--- config.mk ---
export PLATFORM = sky130hd
export DESIGN_NAME = mbdp_io_regs
export DESIGN_NICKNAME = d
export VERILOG_FILES = /design/src/sv/main_bus_decode_with_palette_defines.svh /design/src/sv/mbdp_pkg.sv /design/src/sv/mbdp_io_regs.sv
export SDC_FILE = /design/constraint.sdc
export NUM_CORES = 1
export LEC_CHECK = 0
export ABC_CLOCK_PERIOD_IN_PS = 2200
export BUFFER_PORTS_ARGS = -buffer_cell sky130_fd_sc_hd__clkbuf_2
export CORE_UTILIZATION = 45
export DETAILED_ROUTE_END_ITERATION = 7
export PLACE_DENSITY_LB_ADDON = 0.2
export SLEW_MARGIN = 20
export SYNTH_ARGS = -nofsm -noshare
export SYNTH_HDL_FRONTEND = slang
export SYNTH_SLANG_ARGS = --single-unit
export TNS_END_PERCENT = 30
--- constraint.sdc ---
create_clock -name clock -period 2.2 [get_ports clock]
set_input_delay 0.22 -clock clock [delete_from_list [all_inputs] [get_ports clock]]
set_output_delay 0.22 -clock clock [all_outputs]
set_load 0.05 [all_outputs]
--- src/sv/main_bus_decode_with_palette_defines.svh ---
// Assertion macros shared by the bus decoder RTL.
// Included by the top level; depends on nothing else.
`ifndef MAIN_BUS_DECODE_WITH_PALETTE_DEFINES_SVH
`define MAIN_BUS_DECODE_WITH_PALETTE_DEFINES_SVH

// Same-cycle implication, checked outside reset.
`define MBDP_ASSERT_IMPL(label, clk, rst, ante, cons) \
   label: assert property (@(posedge clk) disable iff (rst) (ante) |-> (cons)) \
      else $error("mbdp same-cycle check failed");

// Next-cycle implication, checked outside reset.
`define MBDP_ASSERT_NEXT(label, clk, rst, ante, cons) \
   label: assert property (@(posedge clk) disable iff (rst) (ante) |=> (cons)) \
      else $error("mbdp next-cycle check failed");

`endif

--- src/sv/mbdp_pkg.sv ---
// Shared types, address map and helpers of the main bus decoder.
// Used by the register block and the top level; depends on nothing.
package mbdp_pkg;

   localparam int RAM_DEPTH     = 16384;
   localparam int RAM_ADDR_W    = $clog2(RAM_DEPTH);
   localparam int PALETTE_BYTES = 2048;
   localparam int PAL_COLORS    = PALETTE_BYTES / 2;
   localparam int PAL_ADDR_W    = $clog2(PAL_COLORS);
   // Per color: odd byte (red, green) above the blue nibble of the even byte.
   localparam int PAL_WORD_W    = 12;
   localparam int CSR_INDEX_W   = 2;

   typedef enum logic [1:0] {
      CMD_READ  = 2'd0,
      CMD_WRITE = 2'd1,
      CMD_INPUT = 2'd2,
      CMD_REPLY = 2'd3
   } cmd_type;

   localparam logic [CSR_INDEX_W-1:0] CSR_DIP_A = 2'd0;
   localparam logic [CSR_INDEX_W-1:0] CSR_DIP_B = 2'd1;
   localparam logic [CSR_INDEX_W-1:0] CSR_DIP_C = 2'd2;

   localparam logic [15:0] RAM_BASE    = 16'hC000;
   localparam logic [15:0] SHARED_TOP  = 16'hEC02;
   localparam logic [15:0] PAL_FIRST   = 16'hD800;
   localparam logic [15:0] PAL_LAST    = 16'hDFFF;
   localparam logic [15:0] SCROLL_X_LO = 16'hEC00;
   localparam logic [15:0] SCROLL_X_HI = 16'hEC01;
   localparam logic [15:0] SCROLL_Y    = 16'hEC02;
   localparam logic [15:0] TRK_P1X     = 16'hF800;
   localparam logic [15:0] TRK_P1Y     = 16'hF801;
   localparam logic [15:0] SYS_PORT_A  = 16'hF802;
   localparam logic [15:0] P1_PORT     = 16'hF803;
   localparam logic [15:0] SYS_PORT_B  = 16'hF806;
   localparam logic [15:0] TRK_P2X     = 16'hF810;
   localparam logic [15:0] TRK_P2Y     = 16'hF811;
   localparam logic [15:0] P2_PORT     = 16'hF813;
   localparam logic [15:0] SOUND_PORT  = 16'hF820;
   localparam logic [15:0] SUB_DIP_A   = 16'hF840;
   localparam logic [15:0] DIP_B_PORT  = 16'hF850;
   localparam logic [15:0] DIP_C_PORT  = 16'hF870;

   localparam logic [7:0] FIRE_PORT_RST = 8'h20;
   localparam logic [7:0] SYS_PORT_RST  = 8'h0F;
   localparam logic [7:0] OPEN_BUS      = 8'hFF;
   localparam logic [7:0] STICK_STEP    = 8'd8;

   typedef struct packed {
      logic       commit;
      cmd_type    cmd;
      logic [15:0] address;
      logic [7:0] wdata;
      logic [5:0] buttons;
      logic [7:0] dirs;
   } io_update_type;

   // Register values as they stand after the committed transaction.
   typedef struct packed {
      logic [8:0] scroll_x;
      logic [7:0] scroll_y;
      logic [7:0] sound_cmd;
      logic       sub_held;
      logic       strobe;
      logic       pulse;
   } io_status_type;

   function automatic logic [7:0] widen4(input logic [3:0] v);
      return {v, v};
   endfunction

endpackage

--- src/sv/mbdp_io_regs.sv ---
// I/O register file: DIP banks, scroll, trackball, stick, buttons, latches.
// Depends on mbdp_pkg for the address map and the update/status structs.
module mbdp_io_regs import mbdp_pkg::*; (
   input  logic                   clock,
   input  logic                   reset,
   input  logic                   csr_write_en,
   input  logic [CSR_INDEX_W-1:0] csr_index,
   input  logic [7:0]             csr_write_data,
   input  io_update_type          upd,
   output logic [7:0]             port_data,
   output io_status_type          status
);

   logic [7:0] dip_a_ff, dip_b_ff, dip_c_ff;
   logic [8:0] scroll_x_ff, scroll_x_in;
   logic [7:0] scroll_y_ff, scroll_y_in;
   logic [7:0] track_ff [4];
   logic [7:0] track_in [4];
   logic [7:0] stick_ff [4];
   logic [7:0] stick_in [4];
   logic [7:0] btn_ff [3];
   logic [7:0] btn_in [3];
   logic [7:0] cmd_latch_ff, cmd_latch_in;
   logic [7:0] reply_ff, reply_in;
   logic       sub_held_ff, sub_held_in;
   logic       strobe, pulse;

   function automatic logic [7:0] axis_delta(input logic plus, input logic minus);
      logic [7:0] d;
      d = 8'd0;
      if (plus && !minus) begin
         d = STICK_STEP;
      end else if (minus && !plus) begin
         d = 8'd0 - STICK_STEP;
      end
      return d;
   endfunction

   always_comb begin
      scroll_x_in  = scroll_x_ff;
      scroll_y_in  = scroll_y_ff;
      track_in     = track_ff;
      stick_in     = stick_ff;
      btn_in       = btn_ff;
      cmd_latch_in = cmd_latch_ff;
      reply_in     = reply_ff;
      sub_held_in  = sub_held_ff;
      strobe       = 1'b0;
      pulse        = 1'b0;
      if (upd.commit) begin
         unique case (upd.cmd)
            CMD_WRITE: begin
               unique case (upd.address)
                  SCROLL_X_LO: scroll_x_in = {scroll_x_ff[8], upd.wdata};
                  SCROLL_X_HI: scroll_x_in = {upd.wdata[0], scroll_x_ff[7:0]};
                  SCROLL_Y:    scroll_y_in = upd.wdata;
                  TRK_P1X:     track_in[0] = upd.wdata;
                  TRK_P1Y:     track_in[1] = upd.wdata;
                  TRK_P2X:     track_in[2] = upd.wdata;
                  TRK_P2Y:     track_in[3] = upd.wdata;
                  SOUND_PORT: begin
                     cmd_latch_in = upd.wdata;
                     strobe       = 1'b1;
                  end
                  SUB_DIP_A: begin
                     sub_held_in = (upd.wdata == 8'd0);
                     pulse       = (upd.wdata == 8'd0);
                  end
                  default: ;
               endcase
            end
            CMD_INPUT: begin
               // A pressed button pulls its bit low.
               btn_in[0] = FIRE_PORT_RST & {2'b11, ~upd.buttons[0], 5'b11111};
               btn_in[1] = FIRE_PORT_RST & {2'b11, ~upd.buttons[1], 5'b11111};
               btn_in[2] = SYS_PORT_RST & {4'hF, ~upd.buttons[5:2]};
               stick_in[0] = axis_delta(upd.dirs[0], upd.dirs[1]);
               stick_in[1] = axis_delta(upd.dirs[2], upd.dirs[3]);
               stick_in[2] = axis_delta(upd.dirs[4], upd.dirs[5]);
               stick_in[3] = axis_delta(upd.dirs[6], upd.dirs[7]);
            end
            CMD_REPLY: reply_in = upd.wdata;
            default: ;
         endcase
      end
   end

   always_comb begin
      unique case (upd.address)
         TRK_P1X:    port_data = track_ff[0] - stick_ff[0];
         TRK_P1Y:    port_data = track_ff[1] - stick_ff[1];
         TRK_P2X:    port_data = track_ff[2] - stick_ff[2];
         TRK_P2Y:    port_data = track_ff[3] - stick_ff[3];
         SYS_PORT_A: port_data = btn_ff[2];
         SYS_PORT_B: port_data = btn_ff[2];
         P1_PORT:    port_data = btn_ff[0];
         P2_PORT:    port_data = btn_ff[1];
         SOUND_PORT: port_data = reply_ff;
         SUB_DIP_A:  port_data = dip_a_ff;
         DIP_B_PORT: port_data = dip_b_ff;
         DIP_C_PORT: port_data = dip_c_ff;
         default:    port_data = OPEN_BUS;
      endcase
   end

   always_ff @(posedge clock) begin
      if (reset) begin
         dip_a_ff     <= 8'd0;
         dip_b_ff     <= 8'd0;
         dip_c_ff     <= 8'd0;
         scroll_x_ff  <= 9'd0;
         scroll_y_ff  <= 8'd0;
         track_ff     <= '{default: 8'd0};
         stick_ff     <= '{default: 8'd0};
         btn_ff[0]    <= FIRE_PORT_RST;
         btn_ff[1]    <= FIRE_PORT_RST;
         btn_ff[2]    <= SYS_PORT_RST;
         cmd_latch_ff <= 8'd0;
         reply_ff     <= 8'd0;
         sub_held_ff  <= 1'b1;
      end else begin
         if (csr_write_en) begin
            unique case (csr_index)
               CSR_DIP_A: dip_a_ff <= csr_write_data;
               CSR_DIP_B: dip_b_ff <= csr_write_data;
               CSR_DIP_C: dip_c_ff <= csr_write_data;
               default: ;
            endcase
         end
         scroll_x_ff  <= scroll_x_in;
         scroll_y_ff  <= scroll_y_in;
         track_ff     <= track_in;
         stick_ff     <= stick_in;
         btn_ff       <= btn_in;
         cmd_latch_ff <= cmd_latch_in;
         reply_ff     <= reply_in;
         sub_held_ff  <= sub_held_in;
      end
   end

   assign status = '{scroll_x:  scroll_x_in,
                     scroll_y:  scroll_y_in,
                     sound_cmd: cmd_latch_in,
                     sub_held:  sub_held_in,
                     strobe:    strobe,
                     pulse:     pulse};

endmodule

-- After elaboration in Yosys (flattened, before gate mapping)
Cells that the tools add are included.
- bits in registers: 128
- input port bits: 54
- output and inout bits: 36
- logic and storage cells: 101
- add/subtract/negate cells: 4
- eq/ne operators: 20
- muxes and demuxes: 27
- bitwise operators: 3
- reduce and logical (&&, ||, !) cells: 28
- operator list (cell ; count):
    $eq A16 B16 Y1 const B ; 15
    $mux W8 ; 14
    $pmux W8 S11 ; 1
    $sub A8 B8 Y8 ; 4
    $mux W9 ; 2
    $pmux W9 S2 ; 1
    $reduce_and A3 Y1 ; 4
    $reduce_and A2 Y1 ; 5
    $mux W1 ; 9
    $logic_and A1 B1 Y1 ; 8
    $logic_not A1 Y1 ; 8
    $logic_not A8 Y1 ; 1
    $eq A2 B2 Y1 const B ; 3
    $eq A2 B1 Y1 const B ; 2
    $not A4 Y4 ; 1
    $logic_not A2 Y1 ; 1
    $not A1 Y1 ; 2
    $reduce_or A2 Y1 ; 1

-- Depth between registers and ports, before layout
Gate-level depths: netlist of run 1.
- depth after elaboration: 4
- depth in mapped cells: 9

-- Least setup slack after synthesis of run 1
No wires, ideal clock.
- kind: input to output
- from: input port upd[23] in the netlist's numbering
- to: output port port_data[5]
- arrival: 2120 ps
- data required time: 1980 ps
- slack: -140 ps
- stages: 7
- path through: clkbuf_1 > nor4_2 > nand4_1 > nor2_1 > buf_2 > a32oi_1 > nand4b_1
- cells in the longest elaborated chain, start to end: 3
- RTL lines (item ; line ; text):
    start: declaration ; mbdp_io_regs.sv:9 ; input io_update_type upd,
    $eq A16 B16 Y1 ; mbdp_io_regs.sv:89 ; unique case (upd.address)
    $reduce_or A2 Y1 (no source line) ; -- ;
    $pmux W8 S11 (*) ; mbdp_io_regs.sv:89 ;
    end: declaration ; mbdp_io_regs.sv:10 ; output logic [7:0] port_data,
Every way passes the cells marked *; elsewhere a longest branch is shown, timed or not.

-- Worst setup path after layout of run 1
- from: register track_ff[27] in the netlist's numbering
- to: output port port_data[7]
- cells in the longest elaborated chain, start to end: 2
- RTL lines (item ; line ; text):
    start: declaration ; mbdp_io_regs.sv:17 ; logic [7:0] track_ff [4];
    start signal: assignment ; mbdp_io_regs.sv:132 ; track_ff <= track_in;
    $sub A8 B8 Y8 ; mbdp_io_regs.sv:90 ; TRK_P1X: port_data = track_ff[0] - stick_ff[0];
    $pmux W8 S11 ; mbdp_io_regs.sv:89 ;
No other way between the ends.

==> results of run 1 <==
==> cell usage after synthesis (4+ instances only) <==
| master | number |
|---|---|
| nand3_1 | 25 |
| nor2b_1 | 28 |
| nor2_1 | 67 |
| xnor2_1 | 13 |
| dfxtp_1 | 104 |
| nand4_1 | 5 |
| a211oi_1 | 5 |
| nand3b_1 | 5 |
| fa_1 | 4 |
| buf_4 | 4 |
| o21ai_0 | 6 |
| mux2_2 | 26 |
| inv_1 | 22 |
| clkbuf_1 | 27 |
| mux2i_1 | 58 |
| a21oi_1 | 33 |
| and3_1 | 5 |
| a22oi_1 | 11 |
| buf_1 | 4 |
| nor4_1 | 4 |
| and2_1 | 4 |
| a211o_1 | 6 |
| a21o_1 | 5 |
| ha_1 | 20 |
| nand2_1 | 39 |
==> power by group through the flow <==
stage	logic, mW	clock network, mW	registers (mW)
floorplan	0.211	0	1.97
global placement	0.375	0	1.97
detailed placement	0.382	0	1.97
CTS	0.400	1.90	1.93
global route	0.456	1.98	1.94
finish	0.422	1.86	1.93
==> worst max-delay path, stage by stage, from the launching register on <==
cell and delay (ns):
dfxtp_2 0.34, inv_2 0.05, ha_4 0.15, fa_2 0.37
inv_2 0.07, a21o_1 0.13, a21oi_2 0.07, xnor2_2 0.13
a22oi_2 0.21, nand4_1 0.20, buf_12 0.20
==> cells by family (layout without fill, tap and decap cells) <==
kind of cell | count (synthesis) | count (layout) | synth area share (%)
simple gates | 207 | 207 | 20.6
flops | 104 | 104 | 39.2
mux | 84 | 84 | 16.4
compound gates | 81 | 81 | 10.1
buf+inv | 62 | 194 | 4.90
fa+ha+maj | 24 | 24 | 6.21
xor+xnor | 16 | 16 | 2.64
==> what timing repair did <==
action / in CTS / in global routing
endpoints found under the setup margin: 33 / 33
setup buffers: 3 / 5
gates resized for setup: 52 / 57
pin swaps: 25 / 25
==> cell type report <==
| class | count | area [sq um] |
|---|---|---|
| Multi-Input combinational cell | 412 | 3290 |
| Inverter | 22 | 82.6 |
| Tap cell | 143 | 179 |
| Fill cell | 956 | 4260 |
| Clock inverter | 6 | 115 |
| Timing Repair Buffer | 156 | 1220 |
| Sequential cell | 104 | 2100 |
| Clock buffer | 10 | 229 |
==> through the flow <==
| step | TNS, ns | setup WS [ns] |
|---|---|---|
| 6_report | -0.887 | -0.287 |
| 2_1_floorplan | -0.384 | -0.0441 |
| 4_1_cts | -1.43 | -0.301 |
| 3_5_place_dp | -1.60 | -0.0861 |
| 5_1_grt | -1.63 | -0.378 |
| 3_3_place_gp | -0.912 | -0.100 |
==> cell usage in the layout, fill, tap and decap left out, types with 19 or more instances in the layout <==
cell type and count:
dfxtp_1 93, nor2_1 66, clkbuf_2 63, buf_4 62
mux2i_1 58, nand2_1 38, a21oi_1 29, nor2b_1 27
nand3_1 23, mux2_2 19
==> path summary, 6_finish.rpt <==
kind | cells after the start | to | from
min reg2reg | 2 | track_ff[24]$_SDFFE_PP0P_ | track_ff[24]$_SDFFE_PP0P_
max reg2reg | 3 | sub_held_ff$_SDFF_PP1_ | sub_held_ff$_SDFF_PP1_
min | 3 | dip_c_ff[7]$_SDFFE_PP0P_ | csr_write_data[7]
max | 10 | port_data[7] | track_ff[27]$_SDFFE_PP0P_
==> flip-flops by register name, summed over array words and instances (netlist names) <==
signal	count
track_ff	32
sub_held_ff	1
scroll_y_ff	8
reply_ff	8
scroll_x_ff	9
dip_b_ff	8
cmd_latch_ff	8
stick_ff	8
dip_c_ff	8
dip_a_ff	8
btn_ff	6
==> routing by layer <==
metal,part of all wire [%],global-route usage [%],up-vias
li1,-,-,2262
met1,45,31.8,2189
met5,0,0,-
met4,3.4,9.16,0
met2,46,40.5,155
met3,5.7,6.07,34
==> impl_metrics.py, run 1 <==
metrics = {
    "pwr": {
        "power_density_mw_per_mm2": 585,
        "vdd_drop_max_uv": 662,
        "switching_share_pct": 23.4,
        "power.switching_mw": 0.988,
        "clockPowerShare_pct": 44.1,
        "p_leak_nw": 3.06,
        "seqPwrFrac_pct": 45.9,
        "total_power_mw": 4.22,
        "p_comb_share_pct": 10.0,
        "p_int_mw": 3.23,
    },
    "min_path": {
        "hp-class": "in -> reg",
    },
    "sta": {
        "drv_slew": 0,
        "setup_viol": 12,
        "worstMarginPinSlew_ns": 0.889,
        "fin_ws_ns": -0.287,
        "rsz0062_at_grt": "true",
        "skew_ns": 0,
        "fin_crit_ns": 2.49,
        "hold_violations": 0,
        "hold-worst-slack_ns": 0.140,
        "period_share_pct": 113,
        "slew_headroom_pct": 40.7,
        "max_freq_ghz": 0.402,
    },
    "route": {
        "via_count": 4640,
        "ant_nets": 0,
        "drtPass1Iterations": 6,
        "wl_mm": 15.0,
        "avgViaCountPerCell": 5.44,
        "drc": 0,
        "drt_iter0_markers": 327,
        "wire_per_inst_microns": 17.6,
    },
    "floorplanning": {
        "initial_core_util_pct": 46.4,
        "die_h_microns": 111,
        "fp-row-count": 39,
        "core_sq_mm": 0.0115,
        "die-area_sq_mm": 0.0123,
        "die_w_microns": 111,
        "num_io_pins": 90,
    },
    "grt": {
        "antenna_found_initial": 0,
        "grt_max_degree": 48,
        "grt_pass1_vias": 4650,
        "grt_pass1_wl_mm": 23.7,
        "grt-ovfl-total": 0,
        "grtUsageTotal_pct": 24.8,
    },
    "cells_and_area": {
        "fin_area_sq_mm": 0.00721,
        "drive_above_1_share_pct": 37.7,
        "area_growth_pct": 35.7,
        "fin_cells": 853,
        "antenna_cells": 0,
        "nNetsFinal": 783,
        "final_core_util_pct": 62.9,
    },
    "clock_network": {
        "max-clock-path-buffers": 2,
        "hold_buffers": 0,
        "cts_max_level": 3,
        "cts_made_buffers": 9,
        "cts_tree": "yes",
        "cts_root_buffer": "clkbuf_16",
        "cts.sinks": 104,
        "clock_latency_ns": 0.35,
        "path_clk_slew_ns": 0.07,
    },
    "synthesis": {
        "netlist_area_sq_mm": 0.00532,
        "yosysTopAreaCellShare_pct": 39.2,
        "async_flop_share_pct": 0,
        "syn_nets": 656,
        "syn_inst": 578,
        "synth_seq_cells": 104,
        "yosysWarnings": 0,
        "synth_top_area_cell": "dfxtp_1",
        "seq_area_frac_synth_pct": 39.2,
        "synth_cell_types": 55,
        "dominantRegCellSynth": "dfxtp_1",
        "synth_area_leaders": "dfxtp_1 39%, mux2i_1 11%, mux2_2 5.5%",
        "avgSynthCellArea_sq_um": 9.20,
        "synth_edf_count": 0,
    },
    "outcome": {
        "violations": "setup timing",
        "status": "complete, but fails checks",
    },
    "critical_path": {
        "cp.required_ns": 1.98,
        "reg2reg_slack_ns": 1.26,
        "critPathCaptureType": "output pin",
        "crit_arrival_ns": 2.27,
        "startpoint_type": "flip-flop",
        "critPathKind": "reg -> out",
        "worstPathMaxFanout": 2,
    },
    "placed_design": {
        "place.gp.congestion": 0.873,
        "dpl-instance-area_sq_mm": 0.00642,
        "dp.cells": 830,
        "io_buffer_count": 89,
        "dp_hpwl_mm": 11.0,
    },
    "job": {
        "maxCapViolCount": 0,
    },
}
Note: power is estimated with default switching activity, not from simulation.
==> inputs of run 2 (changes only) <==
--- a/config.mk
+++ b/config.mk
@@ -9,7 +9,7 @@
 export BUFFER_PORTS_ARGS = -buffer_cell sky130_fd_sc_hd__clkbuf_2
 export CORE_UTILIZATION = 45
 export DETAILED_ROUTE_END_ITERATION = 7
-export PLACE_DENSITY_LB_ADDON = 0.2
+export PLACE_DENSITY = 0.73
 export SLEW_MARGIN = 20
 export SYNTH_ARGS = -nofsm -noshare
 export SYNTH_HDL_FRONTEND = slang
==> run 2 against run 1 <==
  * Highest routed layer unchanged
  * Fmax rose by 0.88%
  * Non-clock buffer count increased by 5
  * Clock power fell by 9%
  * The run still ends with setup timing left
  * Die area stayed put
  * Design area shrank 0.17%
  * Via count up 1.1%
  * Clock skew unchanged
  * Largest cell class unchanged
==> impl_metrics.py, run 2 (same netlist as run 1, synthesis figures left out) <==
metrics = {
    "clock_network": {
        "hold_buffers": 0,
        "cts_made_buffers": 9,
        "clock_latency_ns": 0.35,
        "cts_tree": "yes",
        "path_clk_slew_ns": 0.07,
        "cts_max_level": 3,
        "max-clock-path-buffers": 2,
        "cts_root_buffer": "clkbuf_16",
        "cts.sinks": 104,
    },
    "sta": {
        "period_share_pct": 112,
        "setup_viol": 16,
        "fin_ws_ns": -0.265,
        "fin_crit_ns": 2.46,
        "setup-tns-final_ns": -1.76,
        "drv_slew": 0,
        "hold_violations": 0,
        "worstMarginPinSlew_ns": 0.628,
        "rsz0062_at_grt": "true",
        "skew_ns": 0,
        "slew_headroom_pct": 58.0,
        "max_freq_ghz": 0.406,
    },
    "grt": {
        "grt_max_degree": 105,
        "antenna_found_initial": 0,
        "grt_pass1_vias": 4671,
        "grt-ovfl-total": 0,
        "grt_pass1_wl_mm": 24.1,
        "grtUsageTotal_pct": 25.1,
    },
    "min_path": {
        "hp-class": "in -> reg",
    },
    "pwr": {
        "total_power_mw": 4.05,
        "p_leak_nw": 3.07,
        "vdd_drop_max_uv": 465,
        "power_density_mw_per_mm2": 563,
    },
    "route": {
        "drc": 0,
        "via_count": 4691,
        "drtPass1Iterations": 5,
        "avgViaCountPerCell": 5.47,
        "wire_per_inst_microns": 18.0,
        "wl_mm": 15.4,
        "ant_nets": 0,
        "drt_iter0_markers": 327,
    },
    "cells_and_area": {
        "antenna_cells": 0,
        "largest_register_ffs": 32,
        "area_growth_pct": 35.4,
        "reg_top3": "track_ff x32, scroll_x_ff x9",
        "nNetsFinal": 788,
        "layout_common_cells": "95 x dfxtp_1, 69 x buf_4, 67 x nor2_1, 57 x mux2i_1, 51 x clkbuf_2",
        "layout_commonest_cell": "dfxtp_1",
        "regMostFlops": "track_ff",
        "fin_area_sq_mm": 0.00720,
        "drive_above_1_share_pct": 36.1,
        "fin_cells": 857,
        "fillers": 940,
    },
    "placed_design": {
        "place.gp.congestion": 0.894,
        "dp_hpwl_mm": 10.8,
        "io_buffer_count": 89,
        "dp.cells": 833,
        "dpl-instance-area_sq_mm": 0.00644,
    },
    "critical_path": {
        "worstPathMaxFanout": 2,
        "startpoint_type": "flip-flop",
        "crit_arrival_ns": 2.24,
        "cp.required_ns": 1.98,
        "critPathCaptureType": "output pin",
        "critPathKind": "reg -> out",
    },
    "floorplanning": {
        "initial_core_util_pct": 46.4,
        "die_h_microns": 111,
        "fp-row-count": 39,
        "die_w_microns": 111,
        "core_sq_mm": 0.0115,
        "num_io_pins": 90,
        "die-area_sq_mm": 0.0123,
    },
    "job": {
        "maxCapViolCount": 0,
    },
    "outcome": {
        "violations": "setup timing",
        "status": "complete, but fails checks",
    },
}
-- run 2: cell count changes in the layout (fill, tap and decap cells not counted), sizes merged --
| cell | change |
|---|---|
| bufinv | -2 |
| clkbuf | -8 |
| buf | +15 |
| inv | -1 |
-- run 2: through the flow --
stage	worst slack, ns	utilization, %	hold WS (ns)
after detailed placement	-0.187	56.2	0.452
final	-0.265	62.8	0.139
after global placement	-0.197	56.2	0.446
after global routing	-0.346	62.8	0.159
after CTS	-0.300	61.7	0.144
after floorplan	-0.0441	-	0.364
-- run 2: final timing paths --
kind                                to  depth (start not counted)                       from  slack, ns
max reg2reg     sub_held_ff$_SDFF_PP1_                          3     sub_held_ff$_SDFF_PP1_       1.31
max                       port_data[5]                         10  track_ff[27]$_SDFFE_PP0P_      -0.26
min           dip_b_ff[5]$_SDFFE_PP0P_                          3          csr_write_data[5]       0.14
min reg2reg  track_ff[11]$_SDFFE_PP0P_                          2  track_ff[11]$_SDFFE_PP0P_       0.46
-- run 2: area by class of cell --
class                      instances  area, sq um  area share, %
tap                              143          179           2.49
sequential                       104         2090           29.1
multi-input combinational        412         3210           44.6
clock inverter                     3         47.5          0.661
clock buffer                      12          267           3.70
timing repair buffer             161         1320           18.3
inverter                          22         82.6           1.15
-- run 2: timing repair --
item	CTS	global route
setup endpoints to repair	34	35
gates resized for setup	65	55
buffers inserted	7	2
pin swaps	21	13
-- run 2: power breakdown --
group          total (mW)  switching [mW]  leakage [nW]  internal, mW
clock network        1.69           0.717         0.155         0.976
registers            1.93          0.0209         0.846          1.91
logic               0.426           0.230          2.07         0.196
total                4.05           0.968          3.07          3.08
-- run 2: per-layer routing --
| layer | wire (microns) | part of all wire (%) | GRT usage [%] |
|---|---|---|---|
| met5 | 0 | 0 | 0 |
| met4 | 338 | 2.2 | 7.47 |
| met3 | 1190 | 7.7 | 7.11 |
| met2 | 7260 | 47 | 41.7 |
| met1 | 6620 | 43 | 31.7 |
-- run 2: critical path, cell delays in order (launching register included) --
cell and delay, ns:
dfxtp_2 0.33, inv_2 0.05, ha_4 0.16, fa_2 0.33, buf_4 0.14, xnor2_1 0.12
nand2_1 0.07, a21oi_1 0.07, a21oi_1 0.17, nand4b_1 0.22, buf_12 0.22
==> inputs of run 3 (changes only) <==
--- a/config.mk
+++ b/config.mk
@@ -9,7 +9,7 @@
 export BUFFER_PORTS_ARGS = -buffer_cell sky130_fd_sc_hd__clkbuf_2
 export CORE_UTILIZATION = 45
 export DETAILED_ROUTE_END_ITERATION = 7
-export PLACE_DENSITY = 0.73
+export PLACE_DENSITY = 0.79
 export SLEW_MARGIN = 20
 export SYNTH_ARGS = -nofsm -noshare
 export SYNTH_HDL_FRONTEND = slang
==> run 3 against run 2 <==
  * The flow still finishes with violations (setup timing)
  * Final cell count shrank 0.35%
  * Flip-flop and latch count did not move
  * Critical path depth did not move
  * Die area unchanged
  * Global-route usage is 0.16 points lower
  * Combinational power rose by 2%
  * Routed wire length up 1.3%
  * Count of clock-buffer cells in the layout fell by 1
  * Critical path type unchanged
  * Largest cell class unchanged
==> impl_metrics.py, run 3 (same netlist as run 1, synthesis figures left out) <==
metrics = {
    "cells_and_area": {
        "fillers": 887,
        "layout_common_cells": "97 x dfxtp_1, 65 x nor2_1, 63 x buf_4, 57 x mux2i_1, 51 x clkbuf_2",
        "final_core_util_pct": 63.3,
        "regArea_sq_mm": 0.00209,
        "layout_commonest_cell": "dfxtp_1",
        "regMostFlops": "track_ff",
        "area_growth_pct": 36.5,
        "drive_above_1_share_pct": 36.7,
        "nNetsFinal": 784,
        "reg_top3": "track_ff x32, scroll_x_ff x9",
        "fin_cells": 854,
        "multi_input_area_sq_mm": 0.00325,
        "antenna_cells": 0,
        "largest_register_ffs": 32,
    },
    "critical_path": {
        "rr_worst_depth": 3,
        "critPathKind": "reg -> out",
        "max_stage_delay_ns": 0.36,
        "critPathTopFamily": "adder cells",
        "slowest_stage": "fa_2",
        "regToRegEndpoint": "sub_held_ff$_SDFF_PP1_",
        "crit_top_cell": "inv_2",
        "startpoint_type": "flip-flop",
        "reg2reg_from": "sub_held_ff$_SDFF_PP1_",
        "worstPathMaxFanout": 2,
        "critPathBufInv": 3,
        "crit_arrival_ns": 2.28,
        "reg2reg_slack_ns": 1.23,
        "worstPathCellList": "inv_2 -> ha_4 -> fa_2 -> inv_2 -> a21o_1 -> a21oi_2 -> xnor2_2 -> a22oi_2 -> nand4_1 -> buf_12",
        "cp.required_ns": 1.98,
        "critPathCaptureType": "output pin",
    },
    "sta": {
        "worstMarginPinSlew_ns": 0.616,
        "hold_violations": 0,
        "setup_viol": 17,
        "max_freq_ghz": 0.399,
        "period_share_pct": 114,
        "rsz0062_at_grt": "true",
        "fin_crit_ns": 2.50,
        "slew_headroom_pct": 58.8,
        "drv_slew": 0,
        "setup-tns-final_ns": -2.17,
        "fin_ws_ns": -0.303,
        "skew_ns": 0,
    },
    "placed_design": {
        "dp.cells": 831,
        "io_buffer_count": 89,
        "place.gp.congestion": 1.00,
        "dp_hpwl_mm": 10.8,
    },
    "route": {
        "via_count": 4773,
        "avgViaCountPerCell": 5.59,
        "drt_iter0_markers": 382,
        "wire_per_inst_microns": 18.3,
        "drc": 0,
        "drtPass1Iterations": 7,
        "wl_mm": 15.6,
        "ant_nets": 0,
    },
    "grt": {
        "antenna_found_initial": 0,
        "grt_max_degree": 105,
        "grt-ovfl-total": 0,
        "grt_pass1_wl_mm": 24.0,
        "grtUsageTotal_pct": 25.0,
        "grt_pass1_vias": 4780,
    },
    "outcome": {
        "status": "complete, but fails checks",
        "violations": "setup timing",
    },
    "clock_network": {
        "cts_tree": "yes",
        "cts_max_level": 3,
        "cts_made_buffers": 9,
        "cts_root_buffer": "clkbuf_16",
        "path_clk_slew_ns": 0.07,
        "cts.sinks": 104,
        "clock_latency_ns": 0.34,
        "max-clock-path-buffers": 2,
    },
    "floorplanning": {
        "fp-row-count": 39,
        "die_h_microns": 111,
        "die_w_microns": 111,
        "num_io_pins": 90,
        "initial_core_util_pct": 46.4,
        "die-area_sq_mm": 0.0123,
        "core_sq_mm": 0.0115,
    },
    "job": {
        "maxCapViolCount": 0,
    },
    "min_path": {
        "hold_depth": 3,
        "hp-class": "in -> reg",
        "hp-start": "csr_write_data[7]",
        "hold_end": "dip_c_ff[7]$_SDFFE_PP0P_",
    },
    "pwr": {
        "p_leak_nw": 3.08,
        "power_density_mw_per_mm2": 565,
        "vdd_drop_max_uv": 508,
    },
}
[run 3: worst max path at each step]
stage	from	cells past startpoint	endpoint	slack [ns]
floorplan	upd[30]	9	cmd_latch_ff[0]$_SDFF_PP0_	-0.04
global placement	upd[27]	7	status[14]	-0.20
detailed placement	upd[27]	7	status[14]	-0.22
CTS	track_ff[11]$_SDFFE_PP0P_	10	port_data[7]	-0.33
global route	track_ff[27]$_SDFFE_PP0P_	10	port_data[5]	-0.38
finish	track_ff[11]$_SDFFE_PP0P_	10	port_data[7]	-0.30
[run 3: metal layers]
metal	part of all wire, %	GRT usage [%]
met1	42	31.2
met2	48	42.3
met3	7.3	5.63
met4	2.5	8.71
met5	0	0
[run 3: timing repair]
action                                 CTS  global route
resized for setup                       65            70
setup buffers                            5             3
endpoints found under the hold margin    0             0
setup endpoints to repair               34            35
pin swaps                               20            24
hold buffers                             0             0
[run 3: area by class of cell]
cell class | instances | area share (%)
Timing Repair Buffer | 157 | 18.3
Clock inverter | 5 | 1.22
Tap cell | 143 | 2.47
Inverter | 22 | 1.17
Multi-Input combinational cell | 412 | 44.8
Clock buffer | 11 | 3.21
Sequential cell | 104 | 28.8
[run 3: through the flow]
| stage | area, sq um | power (mW) | hold slack, ns | worst slack, ns |
|---|---|---|---|---|
| after CTS | 7030 | 4.10 | 0.146 | -0.329 |
| after floorplan | 5340 | 2.18 | 0.364 | -0.0441 |
| after global routing | 7260 | 4.23 | 0.160 | -0.380 |
| after detailed placement | 6430 | 2.36 | 0.449 | -0.218 |
| final | 7260 | 4.10 | 0.149 | -0.303 |
| after global placement | 6430 | 2.34 | 0.448 | -0.196 |
[run 3: power breakdown]
group	internal (mW)	switching, mW
Combinational	0.198	0.235
Sequential	1.91	0.0211
Clock	1.01	0.725
Total	3.12	0.981
[run 3: worst register-to-register path, cell delays in order (launching register included)]
cell and delay [ns]:
dfxtp_1 0.31, o31ai_1 0.07, nand2b_1 0.18, or2_2 0.30
